[config.mk]
export PLATFORM = sky130hd
export DESIGN_NAME = irc_front_flat
export DESIGN_NICKNAME = d
export VERILOG_FILES = /design/src/design/irc_pkg.sv /design/src/design/irc_if.sv /design/src/design/irc_front.sv /design/src/flat_wrapper.sv
export SDC_FILE = /design/constraint.sdc
export NUM_CORES = 1
export LEC_CHECK = 0
export BUFFER_PORTS_ARGS = -buffer_cell sky130_fd_sc_hd__clkbuf_2
export CAP_MARGIN = 15
export CORE_ASPECT_RATIO = 0.75
export CORE_UTILIZATION = 47
export CTS_CLUSTER_DIAMETER = 40
export DETAILED_ROUTE_END_ITERATION = 8
export PLACE_DENSITY = 0.84
export RECOVER_POWER = 100
export SKIP_LAST_GASP = 1
export SYNTH_ARGS = -nofsm -noshare
export SYNTH_HDL_FRONTEND = slang
export SYNTH_SLANG_ARGS = --single-unit
[constraint.sdc]
create_clock -name clk_i -period 3.41 [get_ports clk_i]
set_input_delay 0.5115 -clock clk_i [delete_from_list [all_inputs] [get_ports clk_i]]
set_output_delay 0.5115 -clock clk_i [all_outputs]
set_load 0.02 [all_outputs]
[src/design/irc_pkg.sv]
package irc_pkg;

  localparam int MAX_TAPS  = 2048;
  localparam int PART_SIZE = 32;

  localparam int TAP_AW   = $clog2(MAX_TAPS);
  localparam int CNT_W    = TAP_AW + 1;
  localparam int LAT_AW   = $clog2(PART_SIZE);
  localparam int SMP_W    = 24;
  localparam int PROD_W   = 2 * SMP_W;
  localparam int ACC_W    = PROD_W + CNT_W;
  localparam int ROUND_SH = 22;
  localparam int LEN_W    = 12;

  localparam int APB_AW    = 3;
  localparam int APB_DW    = 32;
  localparam int REG_IDX_W = APB_AW - 2;

  localparam logic [REG_IDX_W-1:0] REG_IR_LENGTH = '0;

  localparam logic [CNT_W-1:0] MAX_TAPS_C = CNT_W'(MAX_TAPS);
  localparam logic [LAT_AW-1:0] LAT_FULL  = LAT_AW'(PART_SIZE - 1);

  localparam logic signed [ACC_W-1:0] SAT_HI =
    {{(ACC_W - SMP_W + 1){1'b0}}, {(SMP_W - 1){1'b1}}};
  localparam logic signed [ACC_W-1:0] SAT_LO =
    {{(ACC_W - SMP_W + 1){1'b1}}, {(SMP_W - 1){1'b0}}};
  localparam logic [ACC_W-1:0] RND_HALF = ACC_W'(1) << (ROUND_SH - 1);

  typedef enum logic [1:0] {
    OP_TAP    = 2'd0,
    OP_SAMPLE = 2'd1,
    OP_CLEAR  = 2'd2
  } op_e;

  typedef struct packed {
    op_e                      op;
    logic [TAP_AW-1:0]        tap_index;
    logic signed [SMP_W-1:0]  tap_value;
    logic signed [SMP_W-1:0]  sample_in;
  } irc_cmd_t;

  typedef struct packed {
    logic             clr;
    logic [LEN_W-1:0] ir_length;
  } irc_cfg_t;

  typedef enum logic [4:0] {
    S_IDLE  = 5'b00001,
    S_MAC   = 5'b00010,
    S_DRAIN = 5'b00100,
    S_ROUND = 5'b01000,
    S_OUT   = 5'b10000
  } back_state_e;

endpackage

[src/design/irc_if.sv]
interface irc_in_if;
  import irc_pkg::*;

  logic                     valid;
  logic                     ready;
  logic [1:0]               op;
  logic [TAP_AW-1:0]        tap_index;
  logic signed [SMP_W-1:0]  tap_value;
  logic signed [SMP_W-1:0]  sample_in;

  modport source (output valid, output op, output tap_index, output tap_value,
                  output sample_in, input ready);
  modport sink (input valid, input op, input tap_index, input tap_value,
                input sample_in, output ready);
endinterface


[src/design/irc_front.sv]
module irc_front (
  input  logic              clk_i,
  input  logic              rst_ni,
  irc_in_if.sink            in_i,
  output logic              cmd_valid_o,
  output irc_pkg::irc_cmd_t cmd_o,
  input  logic              cmd_pop_i
);
  import irc_pkg::*;

  irc_cmd_t   fifo_q [2];
  logic       wr_ptr_q, wr_ptr_d;
  logic       rd_ptr_q, rd_ptr_d;
  logic [1:0] cnt_q, cnt_d;
  logic       push;
  logic       pop;
  irc_cmd_t   cmd_in;

  assign in_i.ready = (cnt_q != 2'd2);

  // Drop unused op codes: accept the word, queue nothing.
  assign push = in_i.valid && in_i.ready &&
                (in_i.op == OP_TAP || in_i.op == OP_SAMPLE || in_i.op == OP_CLEAR);
  assign pop  = cmd_pop_i && (cnt_q != 2'd0);

  always_comb begin
    cmd_in.op        = op_e'(in_i.op);
    cmd_in.tap_index = in_i.tap_index;
    cmd_in.tap_value = in_i.tap_value;
    cmd_in.sample_in = in_i.sample_in;
  end

  always_comb begin
    wr_ptr_d = push ? ~wr_ptr_q : wr_ptr_q;
    rd_ptr_d = pop ? ~rd_ptr_q : rd_ptr_q;
    cnt_d    = cnt_q;
    if (push && !pop) begin
      cnt_d = cnt_q + 2'd1;
    end else if (pop && !push) begin
      cnt_d = cnt_q - 2'd1;
    end
  end

  always_ff @(posedge clk_i or negedge rst_ni) begin
    if (!rst_ni) begin
      wr_ptr_q <= 1'b0;
      rd_ptr_q <= 1'b0;
      cnt_q    <= 2'd0;
    end else begin
      wr_ptr_q <= wr_ptr_d;
      rd_ptr_q <= rd_ptr_d;
      cnt_q    <= cnt_d;
    end
  end

  always_ff @(posedge clk_i) begin
    if (push) begin
      fifo_q[wr_ptr_q] <= cmd_in;
    end
  end

  assign cmd_valid_o = (cnt_q != 2'd0);
  assign cmd_o       = fifo_q[rd_ptr_q];

endmodule

[src/flat_wrapper.sv]
// flat-port wrapper written by rule: the top's interface ports become plain ports
module irc_front_flat import irc_pkg::*;
  (clk_i, rst_ni, cmd_valid_o, cmd_o, cmd_pop_i, in_i_valid, in_i_op, in_i_tap_index, in_i_tap_value, in_i_sample_in, in_i_ready);
  irc_in_if in_i_i ();
  input  logic clk_i;
  input  logic rst_ni;
  output logic cmd_valid_o;
  output irc_pkg::irc_cmd_t cmd_o;
  input  logic cmd_pop_i;
  input wire logic [$bits(in_i_i.valid)-1:0] in_i_valid;
  input wire logic [$bits(in_i_i.op)-1:0] in_i_op;
  input wire logic [$bits(in_i_i.tap_index)-1:0] in_i_tap_index;
  input wire logic [$bits(in_i_i.tap_value)-1:0] in_i_tap_value;
  input wire logic [$bits(in_i_i.sample_in)-1:0] in_i_sample_in;
  output wire logic [$bits(in_i_i.ready)-1:0] in_i_ready;
  assign in_i_i.valid = in_i_valid;
  assign in_i_i.op = in_i_op;
  assign in_i_i.tap_index = in_i_tap_index;
  assign in_i_i.tap_value = in_i_tap_value;
  assign in_i_i.sample_in = in_i_sample_in;
  assign in_i_ready = in_i_i.ready;
  irc_front u_core (.clk_i(clk_i), .rst_ni(rst_ni), .in_i(in_i_i), .cmd_valid_o(cmd_valid_o), .cmd_o(cmd_o), .cmd_pop_i(cmd_pop_i));
endmodule
==> reports/metrics.cfg <==
[critical_path]
cp-end-kind=output pin
critical-path-max-stage-delay_ns=0.70
critical_path_peak_fanout=34
cp_data_arrival_time_ns=2.29
path_cells=clkbuf_4, mux2_1, clkbuf_2
cp_data_required_time_ns=2.90
crit_path_top_delay_cell=sky130_fd_sc_hd__dfrtp_4
worst-setup-path-type=reg2out
worst_r2r_path_depth=4
crit_path_start_kind=flip-flop
crit_path_start=u_core.rd_ptr_q
r2r_start=u_core.cnt_q[0]

[hold_path]
min_from=in_i_sample_in[13]
hp-class=in2reg
timing.hold.worst_path_depth=1

[floorplanning]
std_cell_rows=31
die_width_um=120
die_area_sq_um=10800
initial_utilization_pct=49.6
io-pin-count=128
core_region_area_sq_um=9890
die_height_um=90.5

[detailed_routing]
detailedRoute.firstIterationViolations=154
totalWireLength_mm=8.29
vias=2388
post_drt_via_cell_ratio=4.78
detail_route.drc_violations=0
first_pass_iters=4
routed_wirelength_normalized_by_instance_count_um=16.6
ant_nets=0

[clocking]
cts_inserted_buffers=17
cts_repair_resize_count=0
clock_path_buffers=2
cts_htree_levels=4
clock_transition_time_at_the_flip_flop_clock_pins_of_the_worst_setup_and_hold_paths_ns=0.06
cts_tree=yes
sink_count_of_the_clock_tree=126
postCtsSetupRepairBufs=0
clockRootBuffer=sky130_fd_sc_hd__clkbuf_16
clock_insertion_delay_worst_skew_ns=0.40
number_of_hold_buffers_added_after_cts=1

[final_layout]
final.fill_count=786
area.sequential_sq_um=3770
multiInputGateArea_sq_um=843
diodes=0
post-route-util_pct=60.8
final_layout_net_count=421
syn2layout_area_growth_pct=22.6
drive_gt1_share_pct=29.6

[grt]
global_route_wire_length_before_repair_mm=13.0
number_of_antenna_violations_at_the_first_check_in_global_routing=0
grt_util_all_layers_pct=16.5
globalRoute.totalOverflow=0
grt_start_max_net_pins=37
grt_pass1_vias=2547

[logic_synthesis]
avgSynthCellArea_sq_um=23.3
post_synth_mux_area_share_pct=18.5
yosys.area_share.adder_pct=0.255
simple_gate_area_share_of_the_yosys_netlist_pct=0.740
yosysWarnings=0
dominant_combinational_cell_family_by_area_after_synthesis=multiplexers
yosys.area.top_type=sky130_fd_sc_hd__edfxtp_1
netlist_top_cells_area=sky130_fd_sc_hd__edfxtp_1 (75%), sky130_fd_sc_hd__mux2_4 (18%), sky130_fd_sc_hd__buf_12 (2.4%)
ys_dominant_reg_cell=sky130_fd_sc_hd__edfxtp_1
synth_cell_types=15
synth_enable_flop_cells=122
synth_compound_gate_area_share_pct=0
post-synth-top-area-fraction_pct=74.7
synth.top_cells.by_count=sky130_fd_sc_hd__edfxtp_1 (122), sky130_fd_sc_hd__mux2_4 (59), sky130_fd_sc_hd__buf_12 (6), sky130_fd_sc_hd__dfrtp_1 (4)
synthXorXnorAreaFrac_pct=0.893
postSynthCellCount=210
synth_nets=276
asyncSetResetFlopFracSynth_pct=3.17
synth-seq-area-share_pct=76.8
synth-seq-cells=126
synth.most_common_cell=sky130_fd_sc_hd__edfxtp_1
syn-cell-area_sq_um=4900

[place]
last_weighted_congestion_value_of_the_routability_driven_placer=0.703
hpwl_mm=5.22
port_buffers=127

[pwr]
total_power_mw=5.56
leakagePower_nw=2.17
vdd.ir_drop.worst_uv=527
cellPowerDensity_nw_per_um2=925

[timing]
max_slew.worst_pin.slew_ns=1.48
final-setup-viol-count=0
slew_headroom_pct=1.43
clock_skew_ns=0.00428
slew_violations=0
max_freq_mhz=357
final_period_util_pct=82.1
hold_violations=0
final.hold.worst_slack_ns=0.296
final_critical_delay_including_setup_and_external_delays_ns=2.80
grt_setup_unrepaired=no

[run_status]
run_status=finished clean

[run]
drv_cap=0

critical path, delay by kind of cell, from the launching register on:
family,cells,cell delay (ns)
flip-flops,1,0.70
buffers and inverters,2,0.76
multiplexers,1,0.40
final cells by class:
cell class | instances | area share, %
Tap cell | 132 | 2.75
Sequential cell | 126 | 62.7
Timing Repair Buffer | 133 | 9.70
Clock inverter | 15 | 3.64
Clock buffer | 17 | 7.08
Inverter | 2 | 0.125
Multi-Input combinational cell | 75 | 14.0
final timing paths:
kind | end | slack [ns]
max | cmd_o[44] | 0.61
min reg2reg | u_core.wr_ptr_q | 0.49
max in group asynchronous | u_core.rd_ptr_q | 2.67
max reg2reg | u_core.fifo_q[0][37] | 0.94
min in group asynchronous | u_core.rd_ptr_q | 0.50
min | u_core.fifo_q[0][13] | 0.30
state kept, by name, indices dropped and copies added (netlist names):
signal,count
u_core.wr_ptr_q,1
u_core.fifo_q,122
u_core.rd_ptr_q,1
u_core.cnt_q,2
metrics by stage:
step / worst slack (ns) / TNS (ns) / instance area [sq um] / std cells
2_1_floorplan: -0.468 / -57.05 / 4900 / 210
3_3_place_gp: 1.23 / 0 / 5640 / 467
6_report: 0.609 / 0 / 6010 / 500
4_1_cts: 0.802 / 0 / 6300 / 500
5_1_grt: 0.474 / 0 / 6010 / 500
3_5_place_dp: 1.25 / 0 / 5640 / 467
metal layers:
layer / routed length [um] / global-route usage [%] / vias to the layer above
met3: 486 / 6.44 / 9
met1: 3540 / 18.8 / 1171
met4: 74 / 6.56 / 0
met5: 0 / 0 / -
met2: 4190 / 27.7 / 87
li1: - / - / 1121
power by group:
| group | total [mW] | switching [mW] | internal (mW) |
|---|---|---|---|
| Clock | 1.93 | 0.638 | 1.29 |
| Sequential | 2.19 | 0.146 | 2.05 |
| Combinational | 1.44 | 0.896 | 0.544 |
| Total | 5.56 | 1.68 | 3.88 |
cells in the final DEF, fill, tap and decap left out:
| cell | netlist | routed |
|---|---|---|
| sky130_fd_sc_hd__edfxtp_1 | 122 | 122 |
| sky130_fd_sc_hd__xnor2_1 | 3 | 3 |
| sky130_fd_sc_hd__xor2_1 | 2 | 2 |
| sky130_fd_sc_hd__clkinvlp_4 | 0 | 4 |
| sky130_fd_sc_hd__inv_6 | 0 | 1 |
| sky130_fd_sc_hd__clkbuf_1 | 0 | 72 |
| sky130_fd_sc_hd__nand3_1 | 1 | 1 |
| sky130_fd_sc_hd__or2_1 | 1 | 1 |
| sky130_fd_sc_hd__mux2_4 | 59 | 15 |
| sky130_fd_sc_hd__dlygate4sd3_1 | 0 | 1 |
| sky130_fd_sc_hd__nor2_4 | 0 | 1 |
| sky130_fd_sc_hd__inv_1 | 2 | 2 |
| sky130_fd_sc_hd__clkbuf_2 | 0 | 59 |
| sky130_fd_sc_hd__clkinv_4 | 0 | 2 |
| sky130_fd_sc_hd__bufinv_16 | 0 | 5 |
| sky130_fd_sc_hd__nand2b_1 | 1 | 1 |
| sky130_fd_sc_hd__mux2_1 | 0 | 44 |
| sky130_fd_sc_hd__nor2_1 | 3 | 2 |
| sky130_fd_sc_hd__dfrtp_1 | 4 | 3 |
| sky130_fd_sc_hd__nand2_1 | 2 | 2 |
| sky130_fd_sc_hd__clkbuf_16 | 0 | 17 |
| sky130_fd_sc_hd__ha_1 | 1 | 1 |
| sky130_fd_sc_hd__clkinv_1 | 0 | 2 |
| sky130_fd_sc_hd__clkinv_2 | 0 | 1 |
| sky130_fd_sc_hd__dfrtp_4 | 0 | 1 |
| sky130_fd_sc_hd__clkbuf_4 | 0 | 1 |
| sky130_fd_sc_hd__mux2_2 | 2 | 2 |
cell families after synthesis:
family / count (synthesis)
flops: 126
mux: 61
buf+inv: 9
simple gates: 8
xor+xnor: 5
fa+ha+maj: 1
No activity file was read; power rests on OpenSTA's default activity.
